===== src/hw/rtl/psdd_pkg.sv =====
// Shared types and constants for the packed sample delta decoder.
// Used by the decode core, the result FIFO, the top level and the testbench.
package psdd_pkg;

   localparam int unsigned CountWidth     = 32;
   localparam int unsigned CsrIndexWidth  = 1;
   localparam int unsigned CsrDataWidth   = 32;

   localparam logic [CsrIndexWidth-1:0] CSR_WIDE_MODE    = 1'd0;
   localparam logic [CsrIndexWidth-1:0] CSR_SAMPLE_COUNT = 1'd1;

   localparam int unsigned FifoDepth      = 4;
   localparam int unsigned FifoPtrWidth   = 2;
   localparam int unsigned FifoCountWidth = 3;

   localparam logic [7:0] RUN_START   = 8'd8;
   localparam logic [7:0] RUN_STEP    = 8'd16;
   localparam logic [7:0] INVERT_MASK = 8'hff;

   typedef struct packed {
      logic [7:0] packed_byte;
      logic       start_flag;
      logic       end_of_data;
   } req_type;

   typedef struct packed {
      logic [7:0] sample_low;
      logic [7:0] sample_high;
      logic       final_sample;
      logic       last_of_item;
   } rsp_type;

   // Results produced by one decoded byte: count is 0, 1 or 2.
   typedef struct packed {
      logic [1:0] count;
      rsp_type    first;
      rsp_type    second;
   } push_type;

endpackage


===== src/hw/rtl/psdd_intf.sv =====
// Valid/ready channel interfaces for packed bytes and decoded samples.
// Depends on nothing; payload widths follow the decoder's field list.
interface psdd_req_if;
   logic       valid;
   logic       ready;
   logic [7:0] packed_byte;
   logic       start_flag;
   logic       end_of_data;

   modport source (output valid, output packed_byte, output start_flag,
                   output end_of_data, input ready);
   modport sink (input valid, input packed_byte, input start_flag,
                 input end_of_data, output ready);
endinterface

interface psdd_rsp_if;
   logic       valid;
   logic       ready;
   logic [7:0] sample_low;
   logic [7:0] sample_high;
   logic       final_sample;
   logic       last_of_item;

   modport source (output valid, output sample_low, output sample_high,
                   output final_sample, output last_of_item, input ready);
   modport sink (input valid, input sample_low, input sample_high,
                 input final_sample, input last_of_item, output ready);
endinterface


===== src/hw/rtl/psdd_core.sv =====
// Decode core: holds the bit-level decoder state and, while the FIFO has room,
// decodes one packed byte per cycle in eight bit steps. Depends on psdd_pkg.
module psdd_core (
   input  logic                              clock,
   input  logic                              reset,
   input  logic                              in_valid,
   input  psdd_pkg::req_type                 in_item,
   input  logic                              fifo_space,
   input  logic                              wide_mode,
   input  logic [psdd_pkg::CountWidth-1:0]   sample_count,
   output logic                              in_take,
   output psdd_pkg::push_type                push
);

   typedef enum logic [2:0] {
      PH_LEAD, PH_LOW, PH_SIGN, PH_FLAG, PH_SHORT, PH_RUN, PH_NIB, PH_STOP
   } phase_type;

   phase_type                        phase_ff, phase_in;
   logic [3:0]                       bits_left_ff, bits_left_in;
   logic [7:0]                       partial_ff, partial_in;
   logic                             sign_ff, sign_in;
   logic [7:0]                       run_ff, run_in;
   logic [7:0]                       low_ff, low_in;
   logic [7:0]                       delta_ff, delta_in;
   logic [psdd_pkg::CountWidth-1:0]  done_ff, done_in;
   logic [1:0]                       nres;
   psdd_pkg::rsp_type                res0, res1;

   assign in_take = in_valid && fifo_space;

   always_comb begin : decode
      phase_type                       ph;
      logic [3:0]                      bl;
      logic [7:0]                      part;
      logic [7:0]                      run;
      logic [7:0]                      low;
      logic [7:0]                      delta;
      logic                            sgn;
      logic [1:0]                      cnt;
      logic [psdd_pkg::CountWidth-1:0] sd;
      logic [psdd_pkg::CountWidth:0]   sd_ext;
      logic [psdd_pkg::CountWidth:0]   sc_ext;
      logic [3:0]                      stop_at;
      logic [1:0]                      fin_at;
      logic                            bitv;
      logic [3:0]                      width;
      logic                            take_bit;
      logic                            do_finish;
      logic [7:0]                      value;
      psdd_pkg::rsp_type               r;

      ph    = phase_ff;
      bl    = bits_left_ff;
      part  = partial_ff;
      run   = run_ff;
      low   = low_ff;
      delta = delta_ff;
      sgn   = sign_ff;
      sd    = done_ff;
      cnt   = 2'd0;
      res0  = '0;
      res1  = '0;
      r     = '0;

      // A start byte clears the decoder before its bits are used.
      if (in_item.start_flag) begin
         ph    = PH_LEAD;
         bl    = 4'd0;
         part  = 8'd0;
         run   = psdd_pkg::RUN_START;
         low   = 8'd0;
         delta = 8'd0;
         sgn   = 1'b0;
         sd    = '0;
      end

      // Count limits for zero, one and two samples already finished in this byte.
      sd_ext     = {1'b0, sd};
      sc_ext     = {1'b0, sample_count};
      stop_at[0] = sd_ext >= sc_ext;
      stop_at[1] = (sd_ext + 33'd1) >= sc_ext;
      stop_at[2] = (sd_ext + 33'd2) >= sc_ext;
      stop_at[3] = 1'b1;
      fin_at[0]  = (sd_ext + 33'd1) == sc_ext;
      fin_at[1]  = (sd_ext + 33'd2) == sc_ext;

      for (int k = 0; k < 8; k++) begin
         bitv      = in_item.packed_byte[k];
         width     = 4'd0;
         take_bit  = 1'b0;
         do_finish = 1'b0;
         value     = 8'd0;
         if (ph != PH_STOP && !stop_at[cnt]) begin
            if (ph == PH_LEAD) begin
               part = 8'd0;
               if (wide_mode) begin
                  ph = PH_LOW;
                  bl = 4'd8;
               end else begin
                  ph = PH_SIGN;
               end
            end
            case (ph)
               PH_LOW: begin
                  take_bit = 1'b1;
                  width    = 4'd8;
               end
               PH_SIGN: begin
                  sgn = bitv;
                  ph  = PH_FLAG;
               end
               PH_FLAG: begin
                  part = 8'd0;
                  if (bitv) begin
                     ph = PH_SHORT;
                     bl = 4'd3;
                  end else begin
                     ph  = PH_RUN;
                     run = psdd_pkg::RUN_START;
                  end
               end
               PH_SHORT: begin
                  take_bit = 1'b1;
                  width    = 4'd3;
               end
               PH_RUN: begin
                  if (bitv) begin
                     ph   = PH_NIB;
                     bl   = 4'd4;
                     part = 8'd0;
                  end else begin
                     run = run + psdd_pkg::RUN_STEP;
                  end
               end
               PH_NIB: begin
                  take_bit = 1'b1;
                  width    = 4'd4;
               end
               default: begin
               end
            endcase

            // Shared field shifter: bits land least significant first.
            if (take_bit) begin
               part = part | (8'(bitv) << 3'(width - bl));
               if (bl != 4'd0) begin
                  bl = bl - 4'd1;
               end
               if (bl == 4'd0) begin
                  case (ph)
                     PH_LOW: begin
                        low  = part;
                        part = 8'd0;
                        ph   = PH_SIGN;
                     end
                     PH_SHORT: begin
                        do_finish = 1'b1;
                        value     = part;
                     end
                     PH_NIB: begin
                        do_finish = 1'b1;
                        value     = run + part;
                     end
                     default: begin
                     end
                  endcase
               end
            end

            if (do_finish) begin
               if (sgn) begin
                  value = value ^ psdd_pkg::INVERT_MASK;
               end
               delta = delta + value;
               if (wide_mode) begin
                  r.sample_low  = low;
                  r.sample_high = delta;
               end else begin
                  r.sample_low  = delta;
                  r.sample_high = 8'd0;
               end
               r.final_sample = fin_at[cnt[0]];
               r.last_of_item = 1'b0;
               if (cnt == 2'd0) begin
                  res0 = r;
               end else begin
                  res1 = r;
               end
               cnt  = cnt + 2'd1;
               part = 8'd0;
               bl   = 4'd0;
               sgn  = 1'b0;
               run  = psdd_pkg::RUN_START;
               ph   = PH_LEAD;
            end
         end
      end

      if (in_item.end_of_data) begin
         ph = PH_STOP;
      end
      if (cnt == 2'd1) begin
         res0.last_of_item = 1'b1;
      end
      if (cnt == 2'd2) begin
         res1.last_of_item = 1'b1;
      end

      phase_in     = ph;
      bits_left_in = bl;
      partial_in   = part;
      sign_in      = sgn;
      run_in       = run;
      low_in       = low;
      delta_in     = delta;
      done_in      = sd + psdd_pkg::CountWidth'(cnt);
      nres         = cnt;
   end

   always_comb begin
      push.count  = in_take ? nres : 2'd0;
      push.first  = res0;
      push.second = res1;
   end

   always_ff @(posedge clock) begin
      if (reset) begin
         phase_ff     <= PH_LEAD;
         bits_left_ff <= 4'd0;
         partial_ff   <= 8'd0;
         sign_ff      <= 1'b0;
         run_ff       <= psdd_pkg::RUN_START;
         low_ff       <= 8'd0;
         delta_ff     <= 8'd0;
         done_ff      <= '0;
      end else if (in_take) begin
         phase_ff     <= phase_in;
         bits_left_ff <= bits_left_in;
         partial_ff   <= partial_in;
         sign_ff      <= sign_in;
         run_ff       <= run_in;
         low_ff       <= low_in;
         delta_ff     <= delta_in;
         done_ff      <= done_in;
      end
   end

endmodule


===== src/hw/rtl/psdd_rsp_fifo.sv =====
// Result FIFO: takes up to two decoded samples per cycle, hands out one
// while out_ready is high. Depends on psdd_pkg.
module psdd_rsp_fifo (
   input  logic               clock,
   input  logic               reset,
   input  psdd_pkg::push_type push,
   output logic               space,
   output logic               out_valid,
   input  logic               out_ready,
   output psdd_pkg::rsp_type  out_data
);

   psdd_pkg::rsp_type                    entries_ff [psdd_pkg::FifoDepth];
   logic [psdd_pkg::FifoPtrWidth-1:0]    wr_ptr_ff, wr_ptr_in;
   logic [psdd_pkg::FifoPtrWidth-1:0]    rd_ptr_ff, rd_ptr_in;
   logic [psdd_pkg::FifoCountWidth-1:0]  count_ff, count_in;
   logic                                 pop;

   // Room for two results is required before a byte is decoded.
   assign space     = count_ff <= psdd_pkg::FifoCountWidth'(psdd_pkg::FifoDepth - 2);
   assign out_valid = count_ff != '0;
   assign out_data  = entries_ff[rd_ptr_ff];
   assign pop       = out_valid && out_ready;

   always_comb begin
      wr_ptr_in = wr_ptr_ff + psdd_pkg::FifoPtrWidth'(push.count);
      rd_ptr_in = rd_ptr_ff + psdd_pkg::FifoPtrWidth'(pop);
      count_in  = count_ff + psdd_pkg::FifoCountWidth'(push.count)
                  - psdd_pkg::FifoCountWidth'(pop);
   end

   always_ff @(posedge clock) begin
      if (push.count != 2'd0) begin
         entries_ff[wr_ptr_ff] <= push.first;
      end
      if (push.count == 2'd2) begin
         entries_ff[wr_ptr_ff + psdd_pkg::FifoPtrWidth'(1)] <= push.second;
      end
   end

   always_ff @(posedge clock) begin
      if (reset) begin
         wr_ptr_ff <= '0;
         rd_ptr_ff <= '0;
         count_ff  <= '0;
      end else begin
         wr_ptr_ff <= wr_ptr_in;
         rd_ptr_ff <= rd_ptr_in;
         count_ff  <= count_in;
      end
   end

endmodule


===== src/hw/rtl/packed_sample_delta_decoder.sv =====
// A byte accepted on req_chan waits in the input register, is decoded into the
// result FIFO once the FIFO has room, and its first sample is then offered on rsp_chan.
// It takes one packed byte per cycle while the FIFO has room for two samples, and
// drains one sample per cycle while rsp_chan is ready, one transfer per sample.
// Reset (synchronous, active high) clears the configuration registers to zero,
// puts the decoder into a fresh block and empties the input and result stages.
//
// Structure: an input register holds the accepted byte; the decode core runs
// the eight bit steps of that byte against its decoder state combinationally and
// pushes zero, one or two samples into a four-entry result FIFO. The input
// register is refilled in the same cycle it is decoded, so back-to-back
// transactions flow as long as the FIFO has room for two more samples.
module packed_sample_delta_decoder (
   input  logic                                  clock,
   input  logic                                  reset,
   psdd_req_if.sink                              req_chan,
   psdd_rsp_if.source                            rsp_chan,
   input  logic                                  csr_write_en,
   input  logic [psdd_pkg::CsrIndexWidth-1:0]    csr_index,
   input  logic [psdd_pkg::CsrDataWidth-1:0]     csr_write_data
);

   // Configuration registers: write only while the block is idle; it does not check.
   logic                              wide_mode_ff;
   logic [psdd_pkg::CountWidth-1:0]   sample_count_ff;

   // Input stage: one accepted transaction waiting to be decoded.
   logic                              in_valid_ff;
   psdd_pkg::req_type                 in_item_ff;

   logic                              in_take;
   logic                              fifo_space;
   psdd_pkg::push_type                push;
   psdd_pkg::rsp_type                 rsp_data;
   logic                              req_fire;

   // The input register may take a new transaction when it is empty or is
   // being decoded in this very cycle.
   assign req_chan.ready = !in_valid_ff || in_take;
   assign req_fire       = req_chan.valid && req_chan.ready;

   always_ff @(posedge clock) begin
      if (reset) begin
         wide_mode_ff    <= 1'b0;
         sample_count_ff <= '0;
      end else if (csr_write_en) begin
         case (csr_index)
            psdd_pkg::CSR_WIDE_MODE: begin
               wide_mode_ff <= csr_write_data[0];
            end
            psdd_pkg::CSR_SAMPLE_COUNT: begin
               sample_count_ff <= csr_write_data[psdd_pkg::CountWidth-1:0];
            end
            default: begin
            end
         endcase
      end
   end

   always_ff @(posedge clock) begin
      if (reset) begin
         in_valid_ff <= 1'b0;
      end else if (req_chan.ready) begin
         in_valid_ff <= req_chan.valid;
      end
   end

   // The payload register needs no reset; it is only used behind in_valid_ff.
   always_ff @(posedge clock) begin
      if (req_fire) begin
         in_item_ff.packed_byte <= req_chan.packed_byte;
         in_item_ff.start_flag  <= req_chan.start_flag;
         in_item_ff.end_of_data <= req_chan.end_of_data;
      end
   end

   psdd_core u_core (
      .clock        (clock),
      .reset        (reset),
      .in_valid     (in_valid_ff),
      .in_item      (in_item_ff),
      .fifo_space   (fifo_space),
      .wide_mode    (wide_mode_ff),
      .sample_count (sample_count_ff),
      .in_take      (in_take),
      .push         (push)
   );

   psdd_rsp_fifo u_rsp_fifo (
      .clock     (clock),
      .reset     (reset),
      .push      (push),
      .space     (fifo_space),
      .out_valid (rsp_chan.valid),
      .out_ready (rsp_chan.ready),
      .out_data  (rsp_data)
   );

   assign rsp_chan.sample_low   = rsp_data.sample_low;
   assign rsp_chan.sample_high  = rsp_data.sample_high;
   assign rsp_chan.final_sample = rsp_data.final_sample;
   assign rsp_chan.last_of_item = rsp_data.last_of_item;

endmodule


===== src/flat_wrapper.sv =====
// flat-port wrapper written by rule: the top's interface ports become plain ports
module packed_sample_delta_decoder_flat 
  (clock, reset, csr_write_en, csr_index, csr_write_data, req_chan_valid, req_chan_packed_byte, req_chan_start_flag, req_chan_end_of_data, req_chan_ready, rsp_chan_valid, rsp_chan_sample_low, rsp_chan_sample_high, rsp_chan_final_sample, rsp_chan_last_of_item, rsp_chan_ready);
  psdd_req_if req_chan_i ();
  psdd_rsp_if rsp_chan_i ();
  input  logic clock;
  input  logic reset;
  input  logic csr_write_en;
  input  logic [psdd_pkg::CsrIndexWidth-1:0] csr_index;
  input  logic [psdd_pkg::CsrDataWidth-1:0] csr_write_data;
  input wire logic [$bits(req_chan_i.valid)-1:0] req_chan_valid;
  input wire logic [$bits(req_chan_i.packed_byte)-1:0] req_chan_packed_byte;
  input wire logic [$bits(req_chan_i.start_flag)-1:0] req_chan_start_flag;
  input wire logic [$bits(req_chan_i.end_of_data)-1:0] req_chan_end_of_data;
  output wire logic [$bits(req_chan_i.ready)-1:0] req_chan_ready;
  output wire logic [$bits(rsp_chan_i.valid)-1:0] rsp_chan_valid;
  output wire logic [$bits(rsp_chan_i.sample_low)-1:0] rsp_chan_sample_low;
  output wire logic [$bits(rsp_chan_i.sample_high)-1:0] rsp_chan_sample_high;
  output wire logic [$bits(rsp_chan_i.final_sample)-1:0] rsp_chan_final_sample;
  output wire logic [$bits(rsp_chan_i.last_of_item)-1:0] rsp_chan_last_of_item;
  input wire logic [$bits(rsp_chan_i.ready)-1:0] rsp_chan_ready;
  assign req_chan_i.valid = req_chan_valid;
  assign req_chan_i.packed_byte = req_chan_packed_byte;
  assign req_chan_i.start_flag = req_chan_start_flag;
  assign req_chan_i.end_of_data = req_chan_end_of_data;
  assign req_chan_ready = req_chan_i.ready;
  assign rsp_chan_valid = rsp_chan_i.valid;
  assign rsp_chan_sample_low = rsp_chan_i.sample_low;
  assign rsp_chan_sample_high = rsp_chan_i.sample_high;
  assign rsp_chan_final_sample = rsp_chan_i.final_sample;
  assign rsp_chan_last_of_item = rsp_chan_i.last_of_item;
  assign rsp_chan_i.ready = rsp_chan_ready;
  packed_sample_delta_decoder u_core (.clock(clock), .reset(reset), .req_chan(req_chan_i), .rsp_chan(rsp_chan_i), .csr_write_en(csr_write_en), .csr_index(csr_index), .csr_write_data(csr_write_data));
endmodule

===== config.mk =====
export PLATFORM = sky130hd
export DESIGN_NAME = packed_sample_delta_decoder_flat
export DESIGN_NICKNAME = d
export VERILOG_FILES = /design/src/hw/rtl/psdd_pkg.sv /design/src/hw/rtl/psdd_intf.sv /design/src/hw/rtl/psdd_core.sv /design/src/hw/rtl/psdd_rsp_fifo.sv /design/src/hw/rtl/packed_sample_delta_decoder.sv /design/src/flat_wrapper.sv
export SDC_FILE = /design/constraint.sdc
export NUM_CORES = 2
export LEC_CHECK = 0
export BUFFER_PORTS_ARGS = -buffer_cell sky130_fd_sc_hd__buf_2
export CORE_MARGIN = 2
export CORE_UTILIZATION = 45
export DETAILED_ROUTE_END_ITERATION = 10
export PLACE_DENSITY_LB_ADDON = 0.25
export REMOVE_ABC_BUFFERS = 1
export SETUP_SLACK_MARGIN = 0.2
export SLEW_MARGIN = 20
export SYNTH_ARGS = -nofsm -noshare
export SYNTH_HDL_FRONTEND = slang
export SYNTH_SLANG_ARGS = --single-unit

===== constraint.sdc =====
create_clock -name clock -period 44.2 [get_ports clock]
set_clock_uncertainty 0.15 [all_clocks]
set_input_delay 6.63 -clock clock [delete_from_list [all_inputs] [get_ports clock]]
set_output_delay 6.63 -clock clock [all_outputs]
set_load 0.02 [all_outputs]

### After elaboration in Yosys (flattened, before gate mapping)

Memory sizes are Yosys's and may differ from the RTL's. A register that Yosys moved wholly into a read port is not among the register bits.
Index checks and enable logic that the tools add are counted.

* add/sub/neg operators: 55
* $lt $le $gt $ge: 18
* eq/ne operators: 85
* shifts and indexed selects: 8
* multiplexer cells: 630
* bitwise logic cells: 17
* reduce and logical (&&, ||, !) cells: 72

Operator list (count)
* two-way mux 8 bit: 210
* two-way mux 18 bit: 44
* one-hot mux 8 bit (2 select lines): 24
* two-way mux 4 bit: 89
* two-way mux 3 bit: 82
* two-way mux 16 bit: 14
* one-hot mux 3 bit (3 select lines): 16
* adder 8 bit: 16
* equality test 3 bit, second input constant: 40
* two-way mux 1 bit: 118
* equality test 33 x 32 -> 1 bit: 2
* greater-or-equal comparator 33 x 32 -> 1 bit: 2
* adder 8 x 5 -> 8 bit, second input constant: 8
* NOT 8 bit: 8
* bitwise OR 8 bit: 8
* one-hot mux 4 bit (2 select lines): 8
* << shifter 1 x 3 -> 8 bit: 8
* equality test 3 x 1 -> 1 bit, second input constant: 16
* equality test 3 x 2 -> 1 bit, second input constant: 16
* two-way mux 2 bit: 17
* adder 32 x 1 -> 33 bit, second input constant: 1
* adder 32 x 2 -> 33 bit, second input constant: 1
* adder 32 x 2 -> 32 bit: 1
* greater-or-equal comparator 32 bit: 1
* 28 further kinds: 135

* bits in registers: 123
* bits in writable memories: 72
* bits of input ports: 48
* output and inout bits: 20
* logic and storage cells: 903
* memories: 1

Memories
* u_core.u_rsp_fifo.entries_ff: words 4, width 18, rd ports 1, clocked after memory_dff 1, write ports 2, line psdd_rsp_fifo.sv:13 `psdd_pkg::rsp_type entries_ff [psdd_pkg::FifoDepth];`

### Depth between registers and ports, before layout

* depth after elaboration: 152
* depth in mapped cells: 114
* gate-level depth less buffers: 102

### By module

Synthesis repeated with hierarchy kept, for this count alone.

* cells, all modules: 4338
* area total of the unflattened synthesis: 32368.5 um2

By module, submodules not included
* psdd_core: times used 1, cells each 3951, area an instance 26471.6 um2, sequential area each 1441.4 um2
* psdd_rsp_fifo: times used 1, cells each 221, area an instance 3981.3 um2, sequential area each 2302.2 um2
* packed_sample_delta_decoder: times used 1, cells each 166, area an instance 1915.6 um2, sequential area each 980.9 um2

### Least setup slack after synthesis

Ideal clock, no wire load.

* kind: flip-flop to flip-flop
* from: register u_core.in_item_ff[1] (netlist name)
* to: memory u_core.u_rsp_fifo.entries_ff[0][17] (netlist name), data pin
* library setup time: 0.269 ns
* arrival time: 20.946 ns
* data required time: 43.781 ns
* slack: 22.835 ns
* stages on the path, launching flop included: 109
* buffers on the path: 19
* period minus slack after synthesis: 21.365 ns
* cell sequence: edfxtp_1 -> buf_4 -> buf_2 -> clkbuf_1 -> clkbuf_1 -> clkbuf_1 -> nor2b_1 -> clkbuf_1 -> ha_1 -> nand3_1 -> nor3_1 -> nand3_1 -> nor4_1 -> nand2_1 -> xor2_1 -> nor2_1 -> ha_1 -> nand4_1 -> [73 not listed] -> fa_1 -> mux2i_1 -> nor2_1 -> xnor2_1 -> ha_1 -> a21o_1 -> a21oi_1 -> o21bai_1 -> a21oi_1 -> o21bai_1 -> a21oi_1 -> xor2_1 -> xnor2_1 -> inv_1 -> o21ai_0 -> a31oi_1 -> o21ai_1 -> mux2i_1

RTL lines
* start: declaration: line packed_sample_delta_decoder.sv:29 `psdd_pkg::req_type in_item_ff;`
* end: declaration: line psdd_rsp_fifo.sv:13

==> impl_metrics.env <==
export IMPL_muxShareOfSynthArea_pct=7.46
export IMPL_syn_area_per_cell_sq_um=7.07
export IMPL_grt_usage_pct=36.8
export IMPL_grt_pass1_vias=32300
export IMPL_cp_max_fo=41
export IMPL_nNetsFinal=4744
export IMPL_start_util_pct=45.4
export IMPL_area_growth_pct=5.88
export IMPL_slew_headroom_pct=18.3
export IMPL_period_needed_ns=26.68
export IMPL_synthTopCellsByCount="599 x nor2_1, 579 x nand2_1, 397 x a21oi_1"
export IMPL_setup_viol=0
export IMPL_multi_input_area_sq_mm=0.0255
export IMPL_die_area_sq_mm=0.0727
export IMPL_synth_flop_cell="dfxtp_1"
export IMPL_synth_cell_types=124
export IMPL_fp_row_count=97
export IMPL_core_area_sq_mm=0.0699
export IMPL_synthTopCellsByArea="ha_1 10%, edfxtp_1 7.8%, dfxtp_1 7.1%"
export IMPL_post_cts_setup_buffers=0
export IMPL_synth_top_family_by_area="compound AO/OA/AOI/OAI gates"
export IMPL_syn_area_sq_mm=0.0317
export IMPL_postCtsHoldBufs=0
export IMPL_crit_slowest_cell="a31oi_1"
export IMPL_netlist_instances=4486
export IMPL_hold_viol_final=0
export IMPL_ctsResizeCount=0
export IMPL_cpMostUsedCell="inv_1"
export IMPL_crit_required_ns=44.29
export IMPL_worstMarginPinSlew_ns=1.21
export IMPL_ys_ff_latch=195
export IMPL_synth_xor_area_share_pct=8.19
export IMPL_reg2reg_slack_ns=17.52
export IMPL_ys_seq_area_share_pct=14.9
export IMPL_numCtsBuffers=17
export IMPL_dpl_hpwl_um=110000
export IMPL_grt_max_degree=78
export IMPL_synth_edf_count=82
export IMPL_vias=34900
export IMPL_drc_errors=0
export IMPL_place_gp_congestion=1.06
export IMPL_synth_largest_area_cell="ha_1"
export IMPL_ff_latch_area_sq_mm=0.00473
export IMPL_grt_overflow_total=0
export IMPL_synth_simple_area_share_pct=24.8
export IMPL_numClockSinks=195
export IMPL_clock_latency_ns=0.55
export IMPL_drive_gt1_share_pct=7.97
export IMPL_critPathLaunchType="flop"
export IMPL_slew_violations=0
export IMPL_rsz0062_at_grt="false"
export IMPL_drt_iter0_drc=4546
export IMPL_crit_type="flop to flop"
export IMPL_max_stage_delay_ns=0.92
export IMPL_htree_num_levels=4
export IMPL_hp_class="flop to flop"
export IMPL_endpoint_kind="flop"
export IMPL_fillers=7212
export IMPL_maxClockFrequency_mhz=37.5
export IMPL_die_x_um=270
export IMPL_synthArstFlopShare_pct=0
export IMPL_setup_tns_ns=0
export IMPL_synthAdderAreaFrac_pct=11.6
export IMPL_synth_warnings=0
export IMPL_yosys_cell_count_top_type="nor2_1"
export IMPL_drt_pass1_iterations=6
export IMPL_via_per_inst=6.50
export IMPL_period_share_pct=60.4
export IMPL_cts_tree="yes"
export IMPL_drv_cap=0
export IMPL_num_io_pins=68
export IMPL_wl_per_cell_um=25.8
export IMPL_ctsLongestPathBuffers=2
export IMPL_port_buffers=67
export IMPL_grt_pass1_wl_um=205000
export IMPL_status="finished clean"
export IMPL_cts_root_buf="clkbuf_16"
export IMPL_critPathArrivalTime_ns=26.77
export IMPL_synth_compound_area_share_pct=27.9
export IMPL_clkTransAtPathRegs_ns=0.09
export IMPL_drt_total_wl_um=139000
export IMPL_synth_top_area_share_pct=9.98
export IMPL_dieHeight_um=270
export IMPL_antenna_found_initial=2
export IMPL_ant_nets=0
-- final timing paths --
path	from	end	depth (start not counted)
worst max-delay path	u_core.in_item_ff[1]	u_core.u_rsp_fifo.entries_ff[2][17]	97
worst min-delay path	u_core.sample_count_ff[30]	u_core.sample_count_ff[30]	2
worst max register to register	u_core.in_item_ff[1]	u_core.u_rsp_fifo.entries_ff[2][17]	97
worst min register to register	u_core.sample_count_ff[30]	u_core.sample_count_ff[30]	2
-- flip-flops by register name, indices dropped and copies added (netlist names), 2 cells and up --
register,flops
u_core.in_item_ff,10
u_core.sample_count_ff,32
u_core.u_core.bits_left_ff,4
u_core.u_core.delta_ff,8
u_core.u_core.done_ff,32
u_core.u_core.low_ff,8
u_core.u_core.partial_ff,8
u_core.u_core.phase_ff,3
u_core.u_core.run_ff,8
u_core.u_rsp_fifo.count_ff,3
u_core.u_rsp_fifo.entries_ff,72
u_core.u_rsp_fifo.rd_ptr_ff,2
u_core.u_rsp_fifo.wr_ptr_ff,2
-- placed cells by master, fill, tap and decap left out, drive strengths merged, types with 62 or more instances in the layout --
cell type,instances
a211oi,81
a21o,89
a21oi,400
buf,146
dfxtp,113
edfxtp,82
ha,253
inv,185
mux2i,138
nand2,583
nand3,104
nor2,602
nor2b,62
nor3,122
o21ai,300
xnor2,194
xor2,100
-- layer usage --
layer | share of wire, % | global-route usage, %
met3 | 9.1 | 6.83
met1 | 41 | 47.5
met5 | 0.017 | 0
met4 | 7.1 | 22.3
met2 | 43 | 57.0
-- cell families (layout without fill, tap and decap cells) --
family          after synthesis  after routing
xor+xnor                    295            295
other cells                   0              2
buf+inv                     410            354
compound gates             1350           1350
simple gates               1750           1750
fa+ha+maj                   279            279
mux                         207            207
flops                       195            195
-- final cells by class --
class                   count  share of cell area (%)
clock buffers              17                    1.27
well taps                 940                    3.50
inverters                 176                    1.97
flip-flops and latches    195                    14.1
diodes                      2                  0.0149
multi-input cells        3881                    75.8
clock inverters            15                   0.629
repair buffers            146                    2.76
-- metrics by stage --
step	setup WS (ns)	cells	hold WS, ns	instance area [sq um]	utilization, %
4_1_cts	18.22	5369	0.311	33600	48.0
3_5_place_dp	18.36	5337	0.298	32900	47.1
3_3_place_gp	18.94	5337	0.293	32900	47.1
6_report	17.52	5372	0.308	33600	48.1
2_1_floorplan	21.17	4252	0.276	30800	-
5_1_grt	15.52	5370	0.331	33600	48.1
-- worst max-delay path: cells and delay by family, from the launching register on --
family / cells / cell delay (ns)
xor gates and xnor gates: 4 / 0.79
DFF: 1 / 0.37
buffers and inverters: 14 / 2.20
AOI/OAI and AO/OA: 32 / 9.88
and+or+nand+nor: 32 / 8.82
adders and majority gates: 12 / 3.64
muxes: 3 / 0.43
Power is not shown: default switching activity piles up to over one toggle a cycle in this logic, so the estimate is an artifact.
